$ cat src/rtl/pfs_pkg.sv
// Shared types and constants for the periodic task fire scheduler.
// Used by the controller, the datapath, the top level and the checker.
package pfs_pkg;

    localparam int TIME_W = 31;
    localparam int FT_W   = 16;
    localparam int PER_W  = 16;
    localparam int SLOT_W = 4;
    localparam int LATE_W = 32;
    localparam int RATE_W = 9;
    localparam int AVG_W  = 16;
    localparam int PROD_W = AVG_W + RATE_W;
    localparam int SUM_W  = LATE_W + 3;

    localparam logic [RATE_W-1:0] RATE_RESET = RATE_W'(26);
    localparam logic [RATE_W-1:0] RATE_ONE   = RATE_W'(256);

    typedef enum logic [1:0] {
        ACT_TICK   = 2'd0,
        ACT_REG    = 2'd1,
        ACT_UNREG  = 2'd2,
        ACT_NONE   = 2'd3
    } t_action;

    typedef enum logic [1:0] {
        POL_AFTER   = 2'd0,
        POL_BEFORE  = 2'd1,
        POL_CLOSEST = 2'd2,
        POL_AVERAGE = 2'd3
    } t_policy;

    typedef enum logic [1:0] {
        KIND_FIRED        = 2'd0,
        KIND_REGISTERED   = 2'd1,
        KIND_FULL         = 2'd2,
        KIND_UNREGISTERED = 2'd3
    } t_kind;

    typedef enum logic [3:0] {
        ST_IDLE,
        ST_AVG_MUL,
        ST_AVG_UPD,
        ST_TICK_RD,
        ST_TICK_EVA,
        ST_TICK_EVB,
        ST_TICK_DEC,
        ST_TICK_FLUSH,
        ST_REG_SCAN,
        ST_UNREG
    } t_state;

    typedef struct packed {
        logic [PER_W-1:0]         period;
        t_policy                  policy;
        logic [TIME_W-1:0]        last_fire;
        logic signed [LATE_W-1:0] delay;
    } t_slot_row;

    typedef struct packed {
        logic cap_in;
        logic idx_clr;
        logic idx_inc;
        logic avg_mul;
        logic avg_upd;
        logic eval_a;
        logic eval_b;
        logic decide;
        logic flush;
        logic reg_wr;
        logic full_emit;
        logic unreg;
    } t_dp_cmd;

    typedef struct packed {
        logic idx_valid;
        logic idx_last;
    } t_dp_stat;

endpackage

$ cat src/rtl/pfs_ctrl.sv
// Controller state machine of the periodic task fire scheduler.
// Depends on pfs_pkg; drives the datapath through a command struct.
module pfs_ctrl (
    input  logic              i_clk,
    input  logic              i_rst_n,
    input  logic              start,
    input  logic [1:0]        i_action,
    input  pfs_pkg::t_dp_stat i_stat,
    output logic              busy,
    output pfs_pkg::t_dp_cmd  o_cmd
);
    import pfs_pkg::*;

    t_state r_state;
    t_state n_state;

    always_ff @(posedge i_clk) begin
        if (!i_rst_n) begin
            r_state <= ST_IDLE;
        end else begin
            r_state <= n_state;
        end
    end

    always_comb begin
        n_state = r_state;
        o_cmd   = '0;
        unique case (r_state)
            ST_IDLE: begin
                if (start) begin
                    o_cmd.cap_in  = 1'b1;
                    o_cmd.idx_clr = 1'b1;
                    unique case (t_action'(i_action))
                        ACT_TICK:  n_state = ST_AVG_MUL;
                        ACT_REG:   n_state = ST_REG_SCAN;
                        ACT_UNREG: n_state = ST_UNREG;
                        ACT_NONE:  n_state = ST_IDLE;
                        default:   n_state = ST_IDLE;
                    endcase
                end
            end
            ST_AVG_MUL: begin
                o_cmd.avg_mul = 1'b1;
                n_state       = ST_AVG_UPD;
            end
            ST_AVG_UPD: begin
                o_cmd.avg_upd = 1'b1;
                n_state       = ST_TICK_RD;
            end
            ST_TICK_RD: begin
                // The slot row is being read this cycle; free slots are skipped.
                if (i_stat.idx_valid) begin
                    n_state = ST_TICK_EVA;
                end else if (i_stat.idx_last) begin
                    n_state = ST_TICK_FLUSH;
                end else begin
                    o_cmd.idx_inc = 1'b1;
                end
            end
            ST_TICK_EVA: begin
                o_cmd.eval_a = 1'b1;
                n_state      = ST_TICK_EVB;
            end
            ST_TICK_EVB: begin
                o_cmd.eval_b = 1'b1;
                n_state      = ST_TICK_DEC;
            end
            ST_TICK_DEC: begin
                o_cmd.decide = 1'b1;
                if (i_stat.idx_last) begin
                    n_state = ST_TICK_FLUSH;
                end else begin
                    o_cmd.idx_inc = 1'b1;
                    n_state       = ST_TICK_RD;
                end
            end
            ST_TICK_FLUSH: begin
                o_cmd.flush = 1'b1;
                n_state     = ST_IDLE;
            end
            ST_REG_SCAN: begin
                if (!i_stat.idx_valid) begin
                    o_cmd.reg_wr = 1'b1;
                    n_state      = ST_IDLE;
                end else if (i_stat.idx_last) begin
                    o_cmd.full_emit = 1'b1;
                    n_state         = ST_IDLE;
                end else begin
                    o_cmd.idx_inc = 1'b1;
                end
            end
            ST_UNREG: begin
                o_cmd.unreg = 1'b1;
                n_state     = ST_IDLE;
            end
            default: begin
                n_state = ST_IDLE;
            end
        endcase
    end

    assign busy = (r_state != ST_IDLE);

endmodule

$ cat src/rtl/pfs_dp.sv
// Datapath of the periodic task fire scheduler: slot table memory, valid bits,
// frame time average, fire decision and result registers. Depends on pfs_pkg.
module pfs_dp #(
    parameter int SLOTS = 16
) (
    input  logic                              i_clk,
    input  logic                              i_rst_n,
    input  pfs_pkg::t_dp_cmd                  i_cmd,
    input  logic [pfs_pkg::TIME_W-1:0]        i_now_time,
    input  logic [pfs_pkg::FT_W-1:0]          i_frame_time,
    input  logic [1:0]                        i_policy,
    input  logic [pfs_pkg::PER_W-1:0]         i_period,
    input  logic [pfs_pkg::SLOT_W-1:0]        i_slot,
    input  logic                              i_cfg_we,
    input  logic [pfs_pkg::RATE_W-1:0]        i_cfg_data,
    output pfs_pkg::t_dp_stat                 o_stat,
    output logic                              o_strobe,
    output logic [1:0]                        o_kind,
    output logic [pfs_pkg::SLOT_W-1:0]        o_task_slot,
    output logic [pfs_pkg::TIME_W-1:0]        o_elapsed,
    output logic signed [pfs_pkg::LATE_W-1:0] o_lateness,
    output logic                              o_last
);
    import pfs_pkg::*;

    localparam int SW = (SLOTS > 1) ? $clog2(SLOTS) : 1;
    localparam logic signed [LATE_W-1:0] DELAY_MAX = {1'b0, {(LATE_W-1){1'b1}}};
    localparam logic signed [LATE_W-1:0] DELAY_MIN = {1'b1, {(LATE_W-1){1'b0}}};

    // Configuration and running state.
    logic [RATE_W-1:0] r_rate;
    logic [AVG_W-1:0]  r_avg;
    logic [PROD_W-1:0] r_prod;
    logic [SLOTS-1:0]  r_valid;
    logic [SW-1:0]     r_idx;

    // Captured input item.
    logic [TIME_W-1:0] r_in_now;
    logic [FT_W-1:0]   r_in_ft;
    t_policy           r_in_pol;
    logic [PER_W-1:0]  r_in_per;
    logic [SLOT_W-1:0] r_in_slot;

    // Slot table and its registered read port.
    t_slot_row mem [SLOTS];
    t_slot_row r_rd;

    // Evaluation pipeline.
    logic [TIME_W-1:0]        r_delta;
    logic signed [LATE_W:0]   r_late;
    logic signed [SUM_W-1:0]  r_a;
    logic signed [SUM_W-1:0]  r_b;

    // Held fire result, released once the next fire or the end of the walk is known.
    logic                     r_hold_v;
    logic [SW-1:0]            r_hold_slot;
    logic [TIME_W-1:0]        r_hold_elapsed;
    logic signed [LATE_W-1:0] r_hold_late;

    // Result registers.
    logic                     r_strobe;
    t_kind                    r_kind;
    logic [SLOT_W-1:0]        r_slot_out;
    logic [TIME_W-1:0]        r_elapsed;
    logic signed [LATE_W-1:0] r_lateness;
    logic                     r_last;

    logic [RATE_W-1:0]        rate_eff;
    logic [RATE_W-1:0]        rate_rest;
    logic [PROD_W-1:0]        avg_sum;
    logic [TIME_W-1:0]        delta;
    logic signed [LATE_W:0]   late;
    logic signed [SUM_W-1:0]  a_sum;
    logic signed [SUM_W-1:0]  delay_sel;
    logic [SUM_W-1:0]         mag_a;
    logic [SUM_W-1:0]         mag_b;
    logic                     fire;
    logic                     fits;
    logic signed [LATE_W-1:0] new_delay;
    logic                     mem_we;
    t_slot_row                mem_wdata;
    logic                     unreg_in_range;
    logic [SW-1:0]            unreg_idx;

    // Moving average of the frame time.
    assign rate_eff  = (r_rate > RATE_ONE) ? RATE_ONE : r_rate;
    assign rate_rest = RATE_ONE - rate_eff;
    assign avg_sum   = r_prod + PROD_W'(r_in_ft) * PROD_W'(rate_eff);

    // First evaluation step: elapsed time modulo 2^31 and lateness.
    assign delta = r_in_now - r_rd.last_fire;
    assign late  = $signed({2'b00, delta}) - $signed({{(LATE_W+1-PER_W){1'b0}}, r_rd.period});

    // Second step: the average policy compares lateness shifted by its delay.
    assign delay_sel = (r_rd.policy == POL_AVERAGE) ? SUM_W'(r_rd.delay) : '0;
    assign a_sum     = SUM_W'(r_late) + delay_sel;

    // Decision step.
    assign mag_a = r_a[SUM_W-1] ? SUM_W'(-r_a) : SUM_W'(r_a);
    assign mag_b = r_b[SUM_W-1] ? SUM_W'(-r_b) : SUM_W'(r_b);

    always_comb begin
        case (r_rd.policy)
            POL_AFTER:  fire = !r_late[LATE_W];
            POL_BEFORE: fire = !r_b[SUM_W-1] && (r_b != '0);
            default:    fire = !(mag_b < mag_a);
        endcase
    end

    assign fits      = (r_a[SUM_W-1:LATE_W-1] == '0) || (r_a[SUM_W-1:LATE_W-1] == '1);
    assign new_delay = fits ? r_a[LATE_W-1:0] : (r_a[SUM_W-1] ? DELAY_MIN : DELAY_MAX);

    assign mem_we = (i_cmd.decide && fire) || i_cmd.reg_wr;

    always_comb begin
        if (i_cmd.reg_wr) begin
            mem_wdata.period    = r_in_per;
            mem_wdata.policy    = r_in_pol;
            mem_wdata.last_fire = r_in_now;
            mem_wdata.delay     = '0;
        end else begin
            mem_wdata.period    = r_rd.period;
            mem_wdata.policy    = r_rd.policy;
            mem_wdata.last_fire = r_in_now;
            mem_wdata.delay     = (r_rd.policy == POL_AVERAGE) ? new_delay : r_rd.delay;
        end
    end

    assign unreg_in_range = ({{(32-SLOT_W){1'b0}}, r_in_slot} < 32'(SLOTS));
    assign unreg_idx      = SW'(r_in_slot);

    // Control state.
    always_ff @(posedge i_clk) begin
        if (!i_rst_n) begin
            r_rate  <= RATE_RESET;
            r_avg   <= '0;
            r_valid <= '0;
            r_idx   <= '0;
        end else begin
            if (i_cfg_we) begin
                r_rate <= i_cfg_data;
            end
            if (i_cmd.avg_upd) begin
                r_avg <= (r_avg == '0) ? r_in_ft : avg_sum[AVG_W+7:8];
            end
            if (i_cmd.idx_clr) begin
                r_idx <= '0;
            end else if (i_cmd.idx_inc) begin
                r_idx <= r_idx + SW'(1);
            end
            if (i_cmd.reg_wr) begin
                r_valid[r_idx] <= 1'b1;
            end
            if (i_cmd.unreg && unreg_in_range) begin
                r_valid[unreg_idx] <= 1'b0;
            end
        end
    end

    // Input capture and evaluation registers.
    always_ff @(posedge i_clk) begin
        if (i_cmd.cap_in) begin
            r_in_now  <= i_now_time;
            r_in_ft   <= i_frame_time;
            r_in_pol  <= t_policy'(i_policy);
            r_in_per  <= i_period;
            r_in_slot <= i_slot;
        end
        if (i_cmd.avg_mul) begin
            r_prod <= PROD_W'(r_avg) * PROD_W'(rate_rest);
        end
        if (i_cmd.eval_a) begin
            r_delta <= delta;
            r_late  <= late;
        end
        if (i_cmd.eval_b) begin
            r_a <= a_sum;
            r_b <= a_sum + SUM_W'(r_avg);
        end
    end

    // Slot table.
    always_ff @(posedge i_clk) begin
        if (mem_we) begin
            mem[r_idx] <= mem_wdata;
        end
        r_rd <= mem[r_idx];
    end

    // Results: one per cycle at most; a fire result is held until the next fire or the flush sets its last flag.
    always_ff @(posedge i_clk) begin
        if (!i_rst_n) begin
            r_strobe <= 1'b0;
            r_hold_v <= 1'b0;
        end else begin
            if (i_cmd.decide && fire) begin
                r_strobe <= r_hold_v;
                r_hold_v <= 1'b1;
            end else if (i_cmd.flush) begin
                r_strobe <= r_hold_v;
                r_hold_v <= 1'b0;
            end else begin
                r_strobe <= i_cmd.reg_wr || i_cmd.full_emit || i_cmd.unreg;
            end
        end
    end

    always_ff @(posedge i_clk) begin
        if (i_cmd.decide && fire) begin
            r_hold_slot    <= r_idx;
            r_hold_elapsed <= r_delta;
            r_hold_late    <= r_late[LATE_W-1:0];
        end
        if ((i_cmd.decide && fire) || i_cmd.flush) begin
            r_kind     <= KIND_FIRED;
            r_slot_out <= SLOT_W'(r_hold_slot);
            r_elapsed  <= r_hold_elapsed;
            r_lateness <= r_hold_late;
            r_last     <= i_cmd.flush;
        end else if (i_cmd.reg_wr || i_cmd.full_emit || i_cmd.unreg) begin
            r_elapsed  <= '0;
            r_lateness <= '0;
            r_last     <= 1'b1;
            if (i_cmd.reg_wr) begin
                r_kind     <= KIND_REGISTERED;
                r_slot_out <= SLOT_W'(r_idx);
            end else if (i_cmd.full_emit) begin
                r_kind     <= KIND_FULL;
                r_slot_out <= '0;
            end else begin
                r_kind     <= KIND_UNREGISTERED;
                r_slot_out <= r_in_slot;
            end
        end
    end

    assign o_stat.idx_valid = r_valid[r_idx];
    assign o_stat.idx_last  = (r_idx == SW'(SLOTS - 1));

    assign o_strobe    = r_strobe;
    assign o_kind      = r_kind;
    assign o_task_slot = r_slot_out;
    assign o_elapsed   = r_elapsed;
    assign o_lateness  = r_lateness;
    assign o_last      = r_last;

endmodule

$ cat src/rtl/periodic_task_fire_scheduler_core.sv
// Periodic task fire scheduler, top level: controller plus datapath.
// Depends on pfs_pkg, pfs_ctrl and pfs_dp.
//
// Usage. An item is taken at a rising edge where start is high and busy is
// low; i_action selects tick, register, unregister or nothing. Each result is
// shown on the o_ ports for one cycle, flagged by o_strobe, and o_last marks
// the final beat caused by an item. The receiver cannot stall, so every result
// beat must be taken the cycle it appears.
// The average_rate register is written through i_cfg_valid / o_cfg_ready /
// i_cfg_data; o_cfg_ready is high whenever the block is idle.
// Flow. Register scans the valid bits one slot per cycle; its single result
// follows in the cycle after the scan ends. Unregister clears a valid bit.
// A tick first updates the frame time average (one multiply per cycle), then
// walks the table: free slots are passed over at the read step, and each
// occupied slot goes through memory read, elapsed and lateness, delay sum, and
// decision and write back; a flush step ends the walk. The registered table
// read and the two evaluation stages form these per-slot steps. A fire result
// is held until the next fire decision or the flush, since o_last is only known
// then. At reset the table is empty, the average is zero and the rate is 26.
module periodic_task_fire_scheduler_core #(
    parameter int SLOTS = 16
) (
    input  logic                              i_clk,
    input  logic                              i_rst_n,
    input  logic                              start,
    output logic                              busy,
    input  logic [1:0]                        i_action,
    input  logic [pfs_pkg::TIME_W-1:0]        i_now_time,
    input  logic [pfs_pkg::FT_W-1:0]          i_frame_time,
    input  logic [1:0]                        i_policy,
    input  logic [pfs_pkg::PER_W-1:0]         i_period,
    input  logic [pfs_pkg::SLOT_W-1:0]        i_slot,
    output logic                              o_strobe,
    output logic [1:0]                        o_kind,
    output logic [pfs_pkg::SLOT_W-1:0]        o_task_slot,
    output logic [pfs_pkg::TIME_W-1:0]        o_elapsed,
    output logic signed [pfs_pkg::LATE_W-1:0] o_lateness,
    output logic                              o_last,
    input  logic                              i_cfg_valid,
    output logic                              o_cfg_ready,
    input  logic [pfs_pkg::RATE_W-1:0]        i_cfg_data
);
    import pfs_pkg::*;

    t_dp_cmd  cmd;
    t_dp_stat stat;

    // Configuration is only taken while no item is in flight.
    assign o_cfg_ready = !busy;

    pfs_ctrl u_ctrl (
        .i_clk    (i_clk),
        .i_rst_n  (i_rst_n),
        .start    (start),
        .i_action (i_action),
        .i_stat   (stat),
        .busy     (busy),
        .o_cmd    (cmd)
    );

    pfs_dp #(
        .SLOTS (SLOTS)
    ) u_dp (
        .i_clk        (i_clk),
        .i_rst_n      (i_rst_n),
        .i_cmd        (cmd),
        .i_now_time   (i_now_time),
        .i_frame_time (i_frame_time),
        .i_policy     (i_policy),
        .i_period     (i_period),
        .i_slot       (i_slot),
        .i_cfg_we     (i_cfg_valid && o_cfg_ready),
        .i_cfg_data   (i_cfg_data),
        .o_stat       (stat),
        .o_strobe     (o_strobe),
        .o_kind       (o_kind),
        .o_task_slot  (o_task_slot),
        .o_elapsed    (o_elapsed),
        .o_lateness   (o_lateness),
        .o_last       (o_last)
    );

endmodule

$ cat config.mk
export PLATFORM = sky130hd
export DESIGN_NAME = periodic_task_fire_scheduler_core
export DESIGN_NICKNAME = d
export VERILOG_FILES = /design/src/rtl/pfs_pkg.sv /design/src/rtl/pfs_ctrl.sv /design/src/rtl/pfs_dp.sv /design/src/rtl/periodic_task_fire_scheduler_core.sv
export SDC_FILE = /design/constraint.sdc
export NUM_CORES = 2
export LEC_CHECK = 0
export BUFFER_PORTS_ARGS = -buffer_cell sky130_fd_sc_hd__buf_2
export CAP_MARGIN = 30
export CORE_ASPECT_RATIO = 0.7
export CORE_MARGIN = 4
export CORE_UTILIZATION = 45
export CTS_CLUSTER_DIAMETER = 120
export DETAILED_ROUTE_END_ITERATION = 12
export PLACE_DENSITY = 0.58
export SYNTH_ARGS = -nofsm -noshare
export SYNTH_HDL_FRONTEND = slang
export SYNTH_SLANG_ARGS = --single-unit
$ cat constraint.sdc
create_clock -name i_clk -period 16.3 [get_ports i_clk]
set_input_delay 0 -clock i_clk [delete_from_list [all_inputs] [get_ports i_clk]]
set_output_delay 0 -clock i_clk [all_outputs]
set_load 0.02 [all_outputs]
==> summary.md <==
| Metric | Value |
|---|---|
| Post-synth top area cell | edfxtp_1 |
| Worst Path Required | 16710 ps |
| Chip Height | 364.7 µm |
| Xor and xnor area share after synthesis | 2.227% |
| Vias in the first global route | 45350 |
| Final Hold Fails | 0 |
| Top FF cell, synth | edfxtp_1 |
| Hold Slack | 270.7 ps |
| Starting DRT DRC Count | 4210 |
| Synthesized area per cell | 16.23 µm² |
| # rows | 130 |
| Hold Path Stages | 5 |
| # clock sinks | 1791 |
| Sequential fraction of the synthesis area | 64.12% |
| Slowest cell on crit path | buf_4 |
| Worst Path Buf+Inv | 3 |
| Total global routing overflow | 0 |
| Clock Latency Late Sink | 810 ps |
| #FFs+latches synth | 1791 |
| Share of cells above drive strength 1 | 18.19% |
| Post-route ant nets | 0 |
| Cell Area, Synth | 81790 µm² |
| Remaining DRCs | 0 |
| PD cells | 167.0 nW/µm² |
| Critical Path Source Type | flip-flop |
| Post-layout nets | 5973 |
| Slew headroom | 24.78% |
| Htree depth | 4 |
| Core area | 180100 µm² |
| Setup_tns | 0 ps |
| Top cell by count, worst path | buf_4 |
| Die W | 517.6 µm |
| # setup viols final | 0 |
| Final Max Slew Viols | 0 |
| Area contributors post-synth | edfxtp_1 61%, mux4_2 11%, fa_1 5.3%, ha_1 3.5%, dfxtp_1 3.3% |
| Mux cell area share after synthesis | 11.41% |
| Initial core utilization | 45.42% |
| # IOs | 157 |
| Dpl ws | 8686 ps |
| Adder-cell share of the synthesized area | 8.824% |
| Ys async rst share | 0% |
| Syn_nets | 5570 |
| Max-cap violations | 0 |
| Skew final | 53.38 ps |
| Simple-gate area share of the yosys netlist | 6.534% |
| Max Freq | 130.8 MHz |
| Worst Tran Pin Value | 1128 ps |
| Max clock buf depth | 3 |
| Crit-path max cell delay | 770 ps |
| Routed WL per cell | 26.40 µm |
| CTS clk-pin slew, worst paths | 60 ps |
| Synth Area in Compound Gates | 4.140% |
| Initial antenna violation count | 7 |
| Post-synth EDFFs | 1657 |
| Largest vdd supply drop | 0.2667 mV |
| Cell family with most CP delay | simple AND/OR/NAND/NOR gates |
| Placer Congestion | 0.8306 |
| Die footprint | 188700 µm² |
| CTS tree | yes |
| CTS buffer count | 174 |
| Synth warn | 0 |
| Synthesized instance count | 5040 |
| Worst EP arrival | 8060 ps |
| Period utilisation layout | 46.91% |
| Count of different cell masters after synthesis | 86 |
| Largest family of logic cells by synthesized area | multiplexers |
| Crit. End Element | flip-flop |
| Via density | 5.682 |
| Outcome | finished, final reports clean |
| Synth top area share | 60.84% |
| Root Buffer | clkbuf_16 |
| WL final | 210.4 mm |
| Post-route minimum period | 7647 ps |
| Largest net degree at the start of global routing | 159 |
| DRT Pass-1 Iters | 6 |
| Syn-to-layout area delta | 14.55% |
| All-Layer GR Usage | 22.42% |
| Setup bufs post-CTS | 0 |
| R2R depth | 20 |
| Final worst setup slack | 8653 ps |
| Fillers | 14560 |
| DP HPWL | 133.0 mm |
| Worst-path maximum fanout | 38 |
| CP Class | flip-flop to flip-flop |
| RSZ-0062 raised after global routing | no |
| Cell leakage power | 0.03292 µW |
| Post_cts resized | 0 |
| Vias | 45270 |
| Worst Hold Class | input pin to flip-flop |
| CP cell instances | or4_1 -> nor3_2 -> nand2b_1 -> or3_1 -> or3_1 -> nor3_2 -> nand2_1 -> or4_1 -> o31ai_1 -> xor2_1 -> ha_1 -> o21a_1 -> o21ai_0 -> a311o_1 -> a211oi_1 -> a21oi_1 -> buf_4 -> nor2_4 -> buf_4 -> buf_4 |
| CP Depth | 20 |
| Buffers on Ports | 156 |
| First-pass GRT wire length | 312.9 mm |
[cell type report]
cell class | count | area (µm²) | area share, %
Antenna cell | 1 | 2.502 | 0.002671
Clock buffer | 224 | 4810 | 5.134
Clock inverter | 99 | 1106 | 1.181
Inverter | 372 | 1398 | 1.492
Multi-Input combinational cell | 2650 | 27250 | 29.09
Sequential cell | 1791 | 52460 | 55.99
Tap cell | 2376 | 2973 | 3.173
Timing Repair Buffer | 454 | 3687 | 3.936
[repair_timing]
| item | 4_1_cts | 5_1_grt |
|---|---|---|
| endpoints found under the setup margin | 0 | 0 |
| hold buffers | 181 | 0 |
| hold endpoints to repair | 151 | 0 |
[layout by cell type, fill, tap and decap left out, drive strengths merged, types with 181 or more instances in the layout]
cell type	instances
fa	218
nand2	293
edfxtp	1657
clkbuf	224
ha	228
buf	273
dlygate4sd3	181
and2	230
inv	374
mux4	410
[power by group]
part / switching [µW] / internal, µW / total, µW
sequential: 301 / 5540 / 5840
clock: 1760 / 2410 / 4170
combinational: 3320 / 2310 / 5630
total: 5380 / 10300 / 15600
[metal layers]
layer  share of wire (%)  vias to the layer above  global-route usage, %
met5              0.0062                        -                      0
met1                  47                    23620                  34.61
met3                 7.3                      244                  4.124
met2                  44                     1581                  33.36
li1                    -                    19820                      -
met4                 1.9                        2                  4.723
[metrics by stage]
step | instances | area [µm²] | power, µW | util [%]
after floorplan | 5040 | 81790 | 9867 | -
after global placement | 7446 | 85640 | 11430 | 47.56
after detailed placement | 7457 | 85830 | 11460 | 47.67
after CTS | 7961 | 93560 | 15760 | 51.96
after global routing | 7966 | 93680 | 16760 | 52.03
final | 7967 | 93690 | 15640 | 52.03
[cell families (layout without fill, tap and decap cells)]
family,Yosys count,in the layout
muxes,419,419
DFF,1791,1791
buffers and inverters,599,1149
AOI/OAI and AO/OA,534,534
and+or+nand+nor,1043,1043
xor gates and xnor gates,208,208
adders and majority gates,446,446
other,0,1
[state kept, by name, indices dropped and copies added (netlist names), 9 cells and up]
name	flops
u_dp.mem	1296
u_dp.o_elapsed	31
u_dp.o_lateness	32
u_dp.r_a	35
u_dp.r_avg	16
u_dp.r_b	35
u_dp.r_delta	31
u_dp.r_hold_elapsed	31
u_dp.r_hold_late	32
u_dp.r_in_ft	16
u_dp.r_in_now	31
u_dp.r_in_per	16
u_dp.r_late	32
u_dp.r_prod	24
u_dp.r_rate	9
u_dp.r_rd	81
u_dp.r_valid	16
[worst paths after layout]
check,from,endpoint,slack [ps]
worst max-delay path,u_dp.r_a[17],u_dp.mem[15][15],8650
worst min-delay path,i_cfg_valid,u_dp.r_rate[7],270
worst max register to register,u_dp.r_a[17],u_dp.mem[15][15],8650
worst min register to register,u_dp.r_delta[16],u_dp.r_hold_elapsed[16],420
[synth_stat cells, types with 5 or more instances]
| cell | n |
|---|---|
| and4_1 | 6 |
| or2_2 | 6 |
| nand4_1 | 15 |
| and3_1 | 47 |
| a311oi_1 | 11 |
| edfxtp_1 | 1657 |
| mux4_2 | 410 |
| nand2_1 | 293 |
| a21oi_1 | 153 |
| nor4_1 | 14 |
| or3_1 | 18 |
| nor2b_1 | 40 |
| a2111oi_0 | 7 |
| or4_1 | 14 |
| mux2i_1 | 5 |
| a211oi_1 | 11 |
| a21o_1 | 50 |
| o41ai_1 | 8 |
| xnor2_1 | 132 |
| o31ai_1 | 26 |
| o21ai_0 | 123 |
| xor2_1 | 76 |
| a31oi_1 | 27 |
| o21ai_1 | 15 |
| nor2_1 | 170 |
| nand3_1 | 40 |
| dfxtp_1 | 134 |
| o211ai_1 | 12 |
| o21a_1 | 25 |
| a21boi_0 | 11 |
| and2_1 | 230 |
| fa_1 | 218 |
| nor3_1 | 83 |
| ha_1 | 228 |
| inv_1 | 372 |
| o21bai_1 | 12 |
| clkbuf_1 | 172 |
| nand2b_1 | 38 |
| buf_1 | 53 |
[worst reg2reg max path, cell delays in order, from the launching register on]
cell and delay (ps):
edfxtp_1 450, or4_1 590, nor3_2 170, nand2b_1 120, or3_1 370, or3_1 380, nor3_2 150, nand2_1 110
or4_1 460, o31ai_1 270, xor2_1 120, ha_1 320, o21a_1 120, o21ai_0 70, a311o_1 350, a211oi_1 490
a21oi_1 340, buf_4 280, nor2_4 600, buf_4 780, buf_4 710
Power figures use the tool's default switching activity.
